<file path="src/m3i_pkg.sv">
// ----------------------------------------------------------------------------
// m3i_pkg: shared constants for the 3x3 matrix inverse core
// Default number format, the front stage count and the cofactor index tables.
// ----------------------------------------------------------------------------
package m3i_pkg;

  // Default element format: Q16.16 in 32 bits.
  localparam int WORD_BITS_DEF = 32;
  localparam int FRAC_BITS_DEF = 16;

  // Elements of one matrix and registered stages ahead of the divider lanes.
  localparam int NUM_ELEM     = 9;
  localparam int FRONT_STAGES = 5;

  // Cofactor i = m[A]*m[B] - m[C]*m[D], row-major element indices.
  localparam int CF_A [NUM_ELEM] = '{4, 7, 1, 5, 8, 2, 3, 6, 0};
  localparam int CF_B [NUM_ELEM] = '{8, 2, 5, 6, 0, 3, 7, 1, 4};
  localparam int CF_C [NUM_ELEM] = '{7, 1, 4, 8, 2, 5, 6, 0, 3};
  localparam int CF_D [NUM_ELEM] = '{5, 8, 2, 3, 6, 0, 4, 7, 1};

  // Cofactors of the first-row elements (entries 0, 3 and 6), used for the determinant.
  localparam int DET_CF [3] = '{0, 3, 6};

endpackage

</file>
<file path="src/m3i_merge.sv">
// ----------------------------------------------------------------------------
// m3i_merge: rounding, saturation and result register
// Rounds the nine lane quotients, clips them, merges the saturation flags
// and substitutes the identity for a singular matrix.
// ----------------------------------------------------------------------------
module m3i_merge #(
  parameter int WORD_BITS = m3i_pkg::WORD_BITS_DEF,
  parameter int FRAC_BITS = m3i_pkg::FRAC_BITS_DEF
) (
  input  logic                        clk,
  input  logic                        en,
  input  logic [WORD_BITS:0]          quo  [m3i_pkg::NUM_ELEM],
  input  logic                        neg  [m3i_pkg::NUM_ELEM],
  input  logic                        ovf  [m3i_pkg::NUM_ELEM],
  input  logic                        zero,
  output logic signed [WORD_BITS-1:0] inv  [m3i_pkg::NUM_ELEM],
  output logic                        invertible,
  output logic                        saturated
);

  localparam int W  = WORD_BITS;
  localparam int NE = m3i_pkg::NUM_ELEM;
  localparam logic       ONE_SAT = (FRAC_BITS >= W - 1);
  localparam logic [W-1:0] ONE_VAL = ONE_SAT ? {1'b0, {(W-1){1'b1}}} : (W'(1) << FRAC_BITS);
  localparam logic [W:0] LIM_POS = ((W+1)'(1) << (W - 1)) - (W+1)'(1);
  localparam logic [W:0] LIM_NEG = (W+1)'(1) << (W - 1);

  logic [W+1:0]          rnd    [NE];
  logic [W:0]            mag    [NE];
  logic [W:0]            lim    [NE];
  logic [W:0]            val    [NE];
  logic                  clip   [NE];
  logic signed [W-1:0]   elem   [NE];
  logic                  any_clip;

  logic signed [W-1:0]   inv_r  [NE];
  logic                  ok_r;
  logic                  sat_r;

  // Round half away from zero, then clip each lane to its signed limit.
  always_comb begin
    any_clip = 1'b0;
    for (int i = 0; i < NE; i++) begin
      rnd[i]  = {1'b0, quo[i]} + (W+2)'(1);
      mag[i]  = rnd[i][W+1:1];
      lim[i]  = neg[i] ? LIM_NEG : LIM_POS;
      clip[i] = ovf[i] || (mag[i] > lim[i]);
      val[i]  = clip[i] ? lim[i] : mag[i];
      elem[i] = neg[i] ? W'(-val[i]) : W'(val[i]);
      any_clip = any_clip | clip[i];
    end
  end

  // Result register; a singular matrix yields the identity.
  always_ff @(posedge clk) begin
    if (en) begin
      for (int i = 0; i < NE; i++) begin
        if (zero) begin
          inv_r[i] <= (i % 4 == 0) ? ONE_VAL : '0;
        end else begin
          inv_r[i] <= elem[i];
        end
      end
      ok_r  <= !zero;
      sat_r <= zero ? ONE_SAT : any_clip;
    end
  end

  assign inv        = inv_r;
  assign invertible = ok_r;
  assign saturated  = sat_r;

endmodule

</file>
<file path="config.mk">
export PLATFORM = sky130hd
export DESIGN_NAME = m3i_merge
export DESIGN_NICKNAME = d
export VERILOG_FILES = /design/src/m3i_pkg.sv /design/src/m3i_merge.sv
export SDC_FILE = /design/constraint.sdc
export NUM_CORES = 1
export LEC_CHECK = 0
export BUFFER_PORTS_ARGS = -buffer_cell sky130_fd_sc_hd__buf_2
export CAP_MARGIN = 20
export CORE_MARGIN = 2
export CORE_UTILIZATION = 53
export DETAILED_ROUTE_END_ITERATION = 8
export GPL_TIMING_DRIVEN = 1
export PLACE_DENSITY = 0.79
export SYNTH_ARGS = -nofsm -noshare
export SYNTH_HDL_FRONTEND = slang
export SYNTH_SLANG_ARGS = --single-unit
</file>
<file path="constraint.sdc">
create_clock -name clk -period 7.1 [get_ports clk]
set_input_delay 0.71 -clock clk [delete_from_list [all_inputs] [get_ports clk]]
set_output_delay 0.71 -clock clk [all_outputs]
set_load 0.1 [all_outputs]
</file>
== Word-level counts from Yosys, hierarchy flattened ==
Cells that the tools add are included.

* Output and inout port bits: 290
* Logic and storage cells: 83
* Bits of input ports: 318
* Register bits: 290

* Multiplexer cells: 27
* Reductions and logical operators: 10
* $lt $le $gt $ge: 9
* Add/sub/neg operators: 18
* Bitwise operators: 8

{| class="wikitable"
|+ Operators by type and width
! cell !! count
|-
| 32-bit 2-to-1 mux || 27
|-
| 33-bit by 1-bit adder with 34-bit output (second input constant) || 9
|-
| 33-bit by 32-bit greater-than comparator with 1-bit output || 9
|-
| 32-bit negation || 9
|-
| 1-bit logical OR || 9
|-
| 1-bit bitwise OR || 8
|-
| 1-bit zero test || 1
|}

== Depth between registers and ports, before layout ==
Gate-level depths: netlist of run 1.

* Word-level depth: 11
* Depth in mapped cells: 27
* Mapped depth without buffers: 24

== Worst setup path after synthesis of run 1 ==
OpenSTA, ideal clock, no wires.

* Path type: input-to-reg
* Start point: input port quo[231] (netlist name)
* End point: register inv_r, in the netlist inv[252], data pin
* Buffers on the path: 2
* Setup slack: 0.192 ns
* Library setup time: 0.207 ns
* Cell stages on the path: 25
* Data arrival time: 6.701 ns
* Data required time: 6.893 ns
* Path through: ha_1 clkbuf_1 nand4_1 nor4_1 nand2_1 nor4b_1 xnor2_1 inv_1 ha_1 nand3_1 nor4bb_1 nand3_1 nor4_1 nor2_1 clkbuf_1 or2_2 nand2_1 ha_1 nand2_1 or2_1 nor4_1 o2111a_1 o221ai_1 mux2i_1 a2111oi_0

* Cells in the longest elaborated chain, start to end: 6

{| class="wikitable"
|+ RTL lines
! item !! line !! text
|-
| start, declared || m3i_merge.sv:12 || <nowiki>input logic [WORD_BITS:0] quo [m3i_pkg::NUM_ELEM],</nowiki>
|-
| 33-bit by 1-bit adder with 34-bit output * || m3i_merge.sv:44 || <nowiki>rnd[i] = {1'b0, quo[i]} + (W+2)'(1);</nowiki>
|-
| 33-bit by 32-bit greater-than comparator with 1-bit output || m3i_merge.sv:47 || <nowiki>clip[i] = ovf[i] || (mag[i] > lim[i]);</nowiki>
|-
| 1-bit logical OR || m3i_merge.sv:47 ||
|-
| 32-bit 2-to-1 mux * || m3i_merge.sv:48 || <nowiki>val[i] = clip[i] ? lim[i] : mag[i];</nowiki>
|-
| 32-bit negation || m3i_merge.sv:49 || <nowiki>elem[i] = neg[i] ? W'(-val[i]) : W'(val[i]);</nowiki>
|-
| 32-bit 2-to-1 mux * || m3i_merge.sv:49 ||
|-
| end signal, assigned by index || m3i_merge.sv:59 || <nowiki>inv_r[i] <= (i % 4 == 0) ? ONE_VAL : '0;</nowiki>
|-
| end signal, assigned by index || m3i_merge.sv:61 || <nowiki>inv_r[i] <= elem[i];</nowiki>
|-
| end, declared || m3i_merge.sv:36 || <nowiki>logic signed [W-1:0] inv_r [NE];</nowiki>
|}

Every way passes the cells marked *; elsewhere a longest branch is shown, timed or not.
A chain may end at the register's enable or synchronous reset.

== Worst setup path in the final report of run 1 ==
* Start point: input port quo[69] (netlist name)
* End point: register inv_r, in the netlist inv[94], data pin

The elaborated chain is that of the path after synthesis.

==> report_table.html, run 1 <==
<table>
<tr><th>Metric</th><th>Value</th></tr>
<tr><th colspan="2">Outcome</th></tr>
<tr><td>Result of the run</td><td>completed</td></tr>
<tr><th colspan="2">Setup path</th></tr>
<tr><td>Endpoint class of the critical path</td><td>flip-flop</td></tr>
<tr><td>Critical path capture point</td><td>inv[94]</td></tr>
<tr><td>Top cell by count, worst path</td><td>nand2_1</td></tr>
<tr><td>Crit Path Class</td><td>input port to flip-flop</td></tr>
<tr><td>Crit-path max FO</td><td>12</td></tr>
<tr><td>Worst path top cell family by delay</td><td>compound AO/OA/AOI/OAI gates</td></tr>
<tr><td>Startpoint class of the critical path</td><td>input port</td></tr>
<tr><td>Arrival time worst endpoint</td><td>6.85 ns</td></tr>
<tr><td>Ordered list of cells on the worst path</td><td>buf_2 &gt; nand2_1 &gt; or4_1 &gt; nor3_1 &gt; nand2_1 &gt; xnor2_1 &gt; ha_1 &gt; nand4_1 &gt; nor3_1 &gt; a22oi_1 &gt; nand2_1 &gt; o21ai_0 &gt; nand2_1 &gt; o21ai_0 &gt; ha_1 &gt; a21boi_0 &gt; and2_1 &gt; o21a_1 &gt; o2111ai_1 &gt; a221oi_1 &gt; mux2i_1 &gt; a311oi_1</td></tr>
<tr><td>Critical Path Slowest Stage Cell</td><td>or4_1</td></tr>
<tr><td>WP depth</td><td>22</td></tr>
<tr><td>Worst Setup SP</td><td>quo[69]</td></tr>
<tr><td>Data required time at the worst endpoint</td><td>7.50 ns</td></tr>
<tr><td>Critical path's largest stage delay</td><td>~0.73 ns</td></tr>
<tr><td>Buffering stage count on the worst path with inverters included</td><td>1</td></tr>
<tr><th colspan="2">Timing</th></tr>
<tr><td>Ratio of final minimum period to clock period</td><td>90.9%</td></tr>
<tr><td>Max Fclk</td><td>between 150 and 200 MHz</td></tr>
<tr><td>Slew HR</td><td>29.5%</td></tr>
<tr><td>Tightest Pin Transition</td><td>1.03 ns</td></tr>
<tr><td>Worst slack on hold paths</td><td>roughly 0.71 ns</td></tr>
<tr><td>Unrepaired setup endpoints after global routing</td><td>no</td></tr>
<tr><td>Number of hold-slack violations in the final timing report</td><td>0</td></tr>
<tr><td>Number of setup violations in the final report</td><td>0</td></tr>
<tr><td>Setup TNS</td><td>0 ns</td></tr>
<tr><td>Post-layout minimum cycle time</td><td>6.45 ns</td></tr>
<tr><td>Number of max-slew violations in the final report</td><td>0</td></tr>
<tr><th colspan="2">Logic synthesis</th></tr>
<tr><td>Flip-flop and latch count after synthesis</td><td>290</td></tr>
<tr><td>Syn Nets</td><td>roughly 5000</td></tr>
<tr><td>Area of the mapped netlist</td><td>35400 um2</td></tr>
<tr><td>Number of different library cells in the post-synthesis netlist</td><td>90</td></tr>
<tr><td>Average cell area after synthesis</td><td>~8 um2</td></tr>
<tr><td>Fraction of registers with async set or reset after synthesis</td><td>0%</td></tr>
<tr><td>Number of instances in the synthesized netlist</td><td>around 4500</td></tr>
<tr><td>Seq/Total Area, Yosys</td><td>24.6%</td></tr>
<tr><td>Number of enable flip-flop cells after synthesis</td><td>290</td></tr>
<tr><td>Number of warnings reported in the yosys synthesis log</td><td>0</td></tr>
<tr><td>Most frequently used flop master after synthesis</td><td>edfxtp_1</td></tr>
<tr><th colspan="2">CTS</th></tr>
<tr><td>Clock sinks</td><td>290</td></tr>
<tr><td>TritonCTS clock tree</td><td>done</td></tr>
<tr><td>Post-CTS sizing</td><td>0</td></tr>
<tr><td>Clk slew on worst S/H paths</td><td>~0.060 ns</td></tr>
<tr><td>Root Driver</td><td>clkbuf_16</td></tr>
<tr><td>Cts hold-fix bufs</td><td>0</td></tr>
<tr><td>Number of levels in the clock H-tree</td><td>2</td></tr>
<tr><td>TritonCTS buffer count</td><td>39</td></tr>
<tr><td>Clock buffer depth</td><td>3</td></tr>
<tr><td>Postcts setup bufs</td><td>0</td></tr>
<tr><th colspan="2">Min path</th></tr>
<tr><td>Type of the most critical hold path</td><td>input port to flip-flop</td></tr>
<tr><td>Hold-critical path depth</td><td>1</td></tr>
<tr><th colspan="2">Placement</th></tr>
<tr><td>Detail Placement HPWL</td><td>between 90 and 100 mm</td></tr>
<tr><td>I/O Buffers</td><td>607</td></tr>
<tr><td>Global placement routability congestion</td><td>1.00</td></tr>
<tr><th colspan="2">Drt</th></tr>
<tr><td>Remaining routing DRC violations</td><td>0</td></tr>
<tr><td>Antenna Nets Post-Route</td><td>0</td></tr>
<tr><td>DR iter-0 viols</td><td>about 4600</td></tr>
<tr><td>Post-detailed-route via-to-cell ratio</td><td>between 6 and 7</td></tr>
<tr><td>Number of iterations in the first detailed-routing pass</td><td>6</td></tr>
<tr><td>DR vias</td><td>~39000</td></tr>
<tr><td>Detailed-route wire length</td><td>roughly 130 mm</td></tr>
<tr><td>Final routed wire length divided by cell count</td><td>21.5 um</td></tr>
<tr><th colspan="2">Layout</th></tr>
<tr><td>Share of layout cells above drive strength 1</td><td>between 10% and 20%</td></tr>
<tr><td>Area overhead of the layout relative to synthesis</td><td>15.1%</td></tr>
<tr><td>Leading cell types in the layout, fill and taps excluded</td><td>buf_2, nand2_1, a21oi_1</td></tr>
<tr><td>Filler instances</td><td>approximately 6000</td></tr>
<tr><td>Leading cell type in the layout, fill and taps excluded</td><td>buf_2</td></tr>
<tr><td>Layout Utilization</td><td>about 60%</td></tr>
<tr><td>Final net count</td><td>about 5600</td></tr>
<tr><th colspan="2">Global route</th></tr>
<tr><td>Met3 Use GR</td><td>under 10%</td></tr>
<tr><td>Busiest layer in global routing</td><td>met2</td></tr>
<tr><td>Met1 track utilization from global routing</td><td>46.6%</td></tr>
<tr><td>Overflow after GRT</td><td>0</td></tr>
<tr><td>GRT Overall Usage</td><td>about a third</td></tr>
<tr><td>Wire length of the first global-routing pass</td><td>between 150 and 200 mm</td></tr>
<tr><td>GR Util met2</td><td>54.9%</td></tr>
<tr><td>Initial antenna violation count</td><td>27</td></tr>
<tr><td>Maximum number of pins on one net before global-route repair</td><td>around 140</td></tr>
<tr><td>Vias in the first global route</td><td>about 34000</td></tr>
<tr><th colspan="2">Floorplanning</th></tr>
<tr><td>Number of standard-cell rows in the floorplan</td><td>94</td></tr>
<tr><td>Die ar.</td><td>between 60000 and 70000 um2</td></tr>
<tr><td>Placeable core region</td><td>~66000 um2</td></tr>
<tr><td>Initial cell density of the core</td><td>between 50% and 60%</td></tr>
<tr><td>Num ports</td><td>a little over 600</td></tr>
<tr><td>Die Height</td><td>between 200 and 300 um</td></tr>
<tr><td>Die boundary width</td><td>roughly 260 um</td></tr>
<tr><th colspan="2">Pwr</th></tr>
<tr><td>Final Total Pwr</td><td>between 7 and 8 mW</td></tr>
<tr><td>Power per standard cell area</td><td>roughly 180 nW/um2</td></tr>
<tr><td>Static power due to leakage</td><td>roughly 17 nW</td></tr>
<tr><td>Maximum resistive drop on vdd</td><td>between 0.2 and 0.25 mV</td></tr>
<tr><th colspan="2">Flow run</th></tr>
<tr><td>Total of max-cap violations</td><td>0</td></tr>
</table>
==> worst min path at each step <==
stage,from,end,slack (ns)
global placement,en,inv[161],1.30
floorplan,en,inv[0],0.82
global route,en,inv[179],0.72
detailed placement,en,inv[161],1.31
CTS,en,inv[179],0.69
finish,en,inv[180],0.71
==> cells by family after synthesis <==
| group | synth area share, % |
|---|---|
| flops | 24.6 |
| mux | 2.49 |
| compound gates | 21.5 |
| xor+xnor | 7.73 |
| buf+inv | 5.08 |
| fa+ha+maj | 10.8 |
| simple gates | 27.8 |
==> flip-flops by register name, indices dropped and copies added (netlist names) <==
register / flops
inv: 288
invertible: 1
saturated: 1
==> layer usage <==
layer | vias up | share of wire [%]
met5 | - | 0.12
met4 | 26 | 4.2
met3 | 308 | 9.8
met2 | 1993 | 44
met1 | 17952 | 41
li1 | 18272 | -
==> report_power, final <==
group / internal, mW / total (mW) / switching, mW
clock network: 1.08 / 1.93 / 0.853
logic: 0.735 / 3.24 / 2.50
registers: 2.10 / 2.17 / 0.0684
==> cells in the mapped netlist (all sizes together) (13+ instances only) <==
cell type | n | share of area [%]
a311oi | 21 | 0.52
nand2b | 26 | 0.46
o2111ai | 13 | 0.32
or3 | 52 | 0.93
nand4 | 203 | 3.6
or2 | 29 | 0.52
buf | 36 | 0.46
nor2 | 295 | 3.1
and4 | 67 | 1.7
a2111oi | 23 | 0.59
o21a | 20 | 0.42
and3 | 107 | 1.9
nor2b | 16 | 0.28
edfxtp | 290 | 25
a21o | 87 | 1.8
mux2i | 80 | 2.3
xnor2 | 184 | 4.6
nor3 | 194 | 2.8
o31ai | 46 | 1.0
a221oi | 23 | 0.57
clkbuf | 197 | 2.1
a21oi | 348 | 4.9
o311a | 14 | 0.40
nor4 | 107 | 1.9
a31oi | 43 | 0.76
ha | 306 | 11
o21ai | 223 | 3.2
and2 | 52 | 0.92
a211oi | 92 | 2.0
nor4b | 19 | 0.51
xor2 | 128 | 3.2
o31a | 16 | 0.40
o211ai | 40 | 0.85
nand3 | 232 | 3.3
inv | 237 | 2.5
nand2 | 392 | 4.2
or4 | 36 | 0.77
==> area by class of cell <==
class                           instances  area, um2  area share [%]
Multi-Input combinational cell       3729      24900            61.1
Antenna cell                           14       35.0          0.0861
Clock inverter                         27        203           0.498
Sequential cell                       290       8710            21.4
Inverter                              238        893            2.20
Timing Repair Buffer                  715       3890            9.56
Clock buffer                           44       1020            2.50
Tap cell                              864       1080            2.66
==> stage by stage <==
| stage | cells | worst slack, ns | area (um2) |
|---|---|---|---|
| 2_1_floorplan | 4490 | 0.192 | 35400 |
| 3_3_place_gp | 5836 | 0.415 | 39400 |
| 3_5_place_dp | 5836 | 0.235 | 39400 |
| 4_1_cts | 5907 | 0.831 | 40700 |
| 5_1_grt | 5915 | 0.166 | 40700 |
| 6_report | 5921 | 0.645 | 40700 |
Note: power is estimated with default switching activity, not from simulation.
==> inputs of run 2 (changes only) <==
--- a/config.mk
+++ b/config.mk
@@ -7,11 +7,13 @@
 export LEC_CHECK = 0
 export BUFFER_PORTS_ARGS = -buffer_cell sky130_fd_sc_hd__buf_2
 export CAP_MARGIN = 20
+export CELL_PAD_IN_SITES_DETAIL_PLACEMENT = 0
+export CELL_PAD_IN_SITES_GLOBAL_PLACEMENT = 1
 export CORE_MARGIN = 2
-export CORE_UTILIZATION = 53
+export CORE_UTILIZATION = 39
 export DETAILED_ROUTE_END_ITERATION = 8
 export GPL_TIMING_DRIVEN = 1
-export PLACE_DENSITY = 0.79
+export PLACE_DENSITY_LB_ADDON = 0.1
 export SYNTH_ARGS = -nofsm -noshare
 export SYNTH_HDL_FRONTEND = slang
 export SYNTH_SLANG_ARGS = --single-unit
==> run 2 against run 1 <==
  * Sequential cell count unchanged
  * Critical path depth unchanged
  * First-iteration DRC count is 27% lower
  * Largest cell class unchanged
  * Via count decreased by 2.6%
==> report_table.html, run 2 (synthesis results as in run 1) <==
<table>
<tr><th>Metric</th><th>Value</th></tr>
<tr><th colspan="2">Outcome</th></tr>
<tr><td>Result of the run</td><td>completed</td></tr>
<tr><th colspan="2">Floorplanning</th></tr>
<tr><td>Die Height</td><td>between 300 and 400 um</td></tr>
<tr><td>Placeable core region</td><td>roughly 90000 um2</td></tr>
<tr><td>Die ar.</td><td>93100 um2</td></tr>
<tr><td>Num ports</td><td>608</td></tr>
<tr><td>Initial cell density of the core</td><td>39.3%</td></tr>
<tr><td>Die boundary width</td><td>between 300 and 400 um</td></tr>
<tr><td>Number of standard-cell rows in the floorplan</td><td>110</td></tr>
<tr><th colspan="2">Setup path</th></tr>
<tr><td>Worst Setup SP</td><td>quo[68]</td></tr>
<tr><td>Ordered list of cells on the worst path</td><td>buf_2 &gt; nand3_1 &gt; or4_1 &gt; nor3_1 &gt; nand2_1 &gt; xnor2_1 &gt; ha_1 &gt; nand3_1 &gt; nor3_1 &gt; a22oi_1 &gt; nand2_1 &gt; o21ai_0 &gt; nand2_1 &gt; o21ai_0 &gt; ha_1 &gt; a21boi_0 &gt; and2_1 &gt; o21a_1 &gt; o2111ai_1 &gt; a221oi_1 &gt; mux2i_1 &gt; a311oi_1</td></tr>
<tr><td>Startpoint class of the critical path</td><td>input port</td></tr>
<tr><td>Crit-path max FO</td><td>8</td></tr>
<tr><td>Endpoint class of the critical path</td><td>flip-flop</td></tr>
<tr><td>Critical Path Slowest Stage Cell</td><td>or4_1</td></tr>
<tr><td>Data required time at the worst endpoint</td><td>between 7 and 8 ns</td></tr>
<tr><td>Crit Path Class</td><td>input port to flip-flop</td></tr>
<tr><td>Arrival time worst endpoint</td><td>just under 7 ns</td></tr>
<tr><td>Critical path's largest stage delay</td><td>around 0.77 ns</td></tr>
<tr><td>Top cell by count, worst path</td><td>nand2_1</td></tr>
<tr><th colspan="2">Global route</th></tr>
<tr><td>Initial antenna violation count</td><td>32</td></tr>
<tr><td>Wire length of the first global-routing pass</td><td>210 mm</td></tr>
<tr><td>GRT Overall Usage</td><td>between 20% and 30%</td></tr>
<tr><td>Met1 track utilization from global routing</td><td>roughly two fifths</td></tr>
<tr><td>Busiest layer in global routing</td><td>met2</td></tr>
<tr><td>GR Util met2</td><td>between 40 and 50%</td></tr>
<tr><td>Maximum number of pins on one net before global-route repair</td><td>around 170</td></tr>
<tr><td>Overflow after GRT</td><td>0</td></tr>
<tr><td>Vias in the first global route</td><td>between 30000 and 40000</td></tr>
<tr><td>Met3 Use GR</td><td>5.08%</td></tr>
<tr><th colspan="2">Drt</th></tr>
<tr><td>Number of iterations in the first detailed-routing pass</td><td>7</td></tr>
<tr><td>DR vias</td><td>37536</td></tr>
<tr><td>Post-detailed-route via-to-cell ratio</td><td>about 6</td></tr>
<tr><td>Detailed-route wire length</td><td>between 100 and 150 mm</td></tr>
<tr><td>Remaining routing DRC violations</td><td>0</td></tr>
<tr><td>DR iter-0 viols</td><td>between 3000 and 4000</td></tr>
<tr><td>Antenna Nets Post-Route</td><td>0</td></tr>
<tr><td>Final routed wire length divided by cell count</td><td>about 22 um</td></tr>
<tr><th colspan="2">Placement</th></tr>
<tr><td>Global placement routability congestion</td><td>a little over 0.9</td></tr>
<tr><td>Cell Count Post-Placement</td><td>6171</td></tr>
<tr><td>I/O Buffers</td><td>607</td></tr>
<tr><td>Pre-CTS setup slack</td><td>approximately 0.077 ns</td></tr>
<tr><td>Detail Placement HPWL</td><td>108 mm</td></tr>
<tr><th colspan="2">CTS</th></tr>
<tr><td>Postcts setup bufs</td><td>0</td></tr>
<tr><td>Number of levels in the clock H-tree</td><td>2</td></tr>
<tr><td>Root Driver</td><td>clkbuf_16</td></tr>
<tr><td>Clk slew on worst S/H paths</td><td>about 0.070 ns</td></tr>
<tr><td>Cts hold-fix bufs</td><td>0</td></tr>
<tr><td>Clock sinks</td><td>a little under 300</td></tr>
<tr><td>TritonCTS clock tree</td><td>done</td></tr>
<tr><td>TritonCTS buffer count</td><td>43</td></tr>
<tr><td>Clock buffer depth</td><td>3</td></tr>
<tr><th colspan="2">Pwr</th></tr>
<tr><td>Flop pwr share</td><td>between 20% and 30%</td></tr>
<tr><td>Power share of the clock group</td><td>~30%</td></tr>
<tr><td>Part of the power in combinational logic</td><td>42.1%</td></tr>
<tr><td>Internal portion of total power</td><td>between 4 and 5 mW</td></tr>
<tr><td>Psw</td><td>between 3 and 4 mW</td></tr>
<tr><td>Maximum resistive drop on vdd</td><td>0.158 mV</td></tr>
<tr><td>Static power due to leakage</td><td>roughly 17 nW</td></tr>
<tr><td>Power per standard cell area</td><td>approximately 190 nW/um2</td></tr>
<tr><td>Switching power as a share of total power</td><td>approximately 45%</td></tr>
<tr><th colspan="2">Timing</th></tr>
<tr><td>Final Worst Setup Slack</td><td>0.686 ns</td></tr>
<tr><td>Unrepaired setup endpoints after global routing</td><td>no</td></tr>
<tr><td>Tightest Pin Transition</td><td>between 1 and 1.5 ns</td></tr>
<tr><td>Post-layout minimum cycle time</td><td>between 6 and 7 ns</td></tr>
<tr><td>Setup TNS</td><td>0 ns</td></tr>
<tr><td>Number of hold-slack violations in the final timing report</td><td>0</td></tr>
<tr><td>Worst slack on hold paths</td><td>between 0.6 and 0.7 ns</td></tr>
<tr><td>Max Fclk</td><td>between 150 and 200 MHz</td></tr>
<tr><td>Number of max-slew violations in the final report</td><td>0</td></tr>
<tr><td>Ratio of final minimum period to clock period</td><td>between 90% and 100%</td></tr>
<tr><td>Number of setup violations in the final report</td><td>0</td></tr>
<tr><td>Slew HR</td><td>about a quarter</td></tr>
<tr><th colspan="2">Layout</th></tr>
<tr><td>Largest register FFs</td><td>288</td></tr>
<tr><td>Layout Utilization</td><td>between 40% and 50%</td></tr>
<tr><td>Leading cell type in the layout, fill and taps excluded</td><td>buf_2</td></tr>
<tr><td>Leading cell types in the layout, fill and taps excluded</td><td>buf_2, nand2_1, a21oi_1</td></tr>
<tr><td>Multi-input logic area</td><td>approximately 25000 um2</td></tr>
<tr><td>Filler instances</td><td>9246</td></tr>
<tr><td>Non-filler instance count after layout</td><td>~6300</td></tr>
<tr><td>Sequential cell area in the final layout</td><td>between 8000 and 9000 um2</td></tr>
<tr><td>Area overhead of the layout relative to synthesis</td><td>17.5%</td></tr>
<tr><td>Share of layout cells above drive strength 1</td><td>between 10% and 20%</td></tr>
<tr><td>Final net count</td><td>roughly 5700</td></tr>
<tr><th colspan="2">Flow run</th></tr>
<tr><td>Total of max-cap violations</td><td>0</td></tr>
<tr><th colspan="2">Min path</th></tr>
<tr><td>Type of the most critical hold path</td><td>input port to flip-flop</td></tr>
<tr><td>HP Start</td><td>en</td></tr>
</table>
[run 2: layout make-up]
cell class	count	area share [%]
Inverter	238	2.15
Timing Repair Buffer	738	9.84
Sequential cell	290	20.9
Tap cell	1176	3.54
Multi-Input combinational cell	3729	59.9
Antenna cell	13	0.0783
Clock buffer	48	2.68
Clock inverter	31	0.897
[run 2: metrics by stage]
step                      total power, mW  area, um2
after floorplan                      4.55      35400
after global placement               5.44      40000
after detailed placement             5.44      40000
after CTS                            7.80      41500
after global routing                 8.10      41600
final                                7.76      41600
[run 2: per-layer routing]
| metal | vias up | part of all wire (%) |
|---|---|---|
| met5 | - | 0.11 |
| met4 | 24 | 3.0 |
| met3 | 217 | 7.1 |
| met2 | 1304 | 45 |
| met1 | 17678 | 45 |
| li1 | 18313 | - |
[run 2: critical path, delay by kind of cell]
family,cells,cell delay (ns)
AND/OR/NAND/NOR,9,2.35
buffers and inverters,1,0.16
XOR/XNOR,1,0.43
AO/OA/AOI/OAI,8,2.26
adder cells (fa/ha/maj),2,0.56
multiplexers,1,0.24
[run 2: worst paths after layout]
check | to | slack, ns | depth (start not counted)
min | inv[259] | 0.64 | 1
max | inv[94] | 0.69 | 22
[run 2: power by group through the flow]
stage	clock network [mW]	registers, mW	logic [mW]
2_1_floorplan	0	3.41	1.14
3_3_place_gp	0	2.20	3.24
3_5_place_dp	0	2.20	3.24
4_1_cts	2.38	2.17	3.25
5_1_grt	2.44	2.18	3.49
6_report	2.33	2.17	3.27
[run 2: what timing repair did]
item | in CTS | in global routing
hold endpoints to repair | 0 | 0
setup endpoints to repair | 0 | 2
resized for setup | 0 | 2
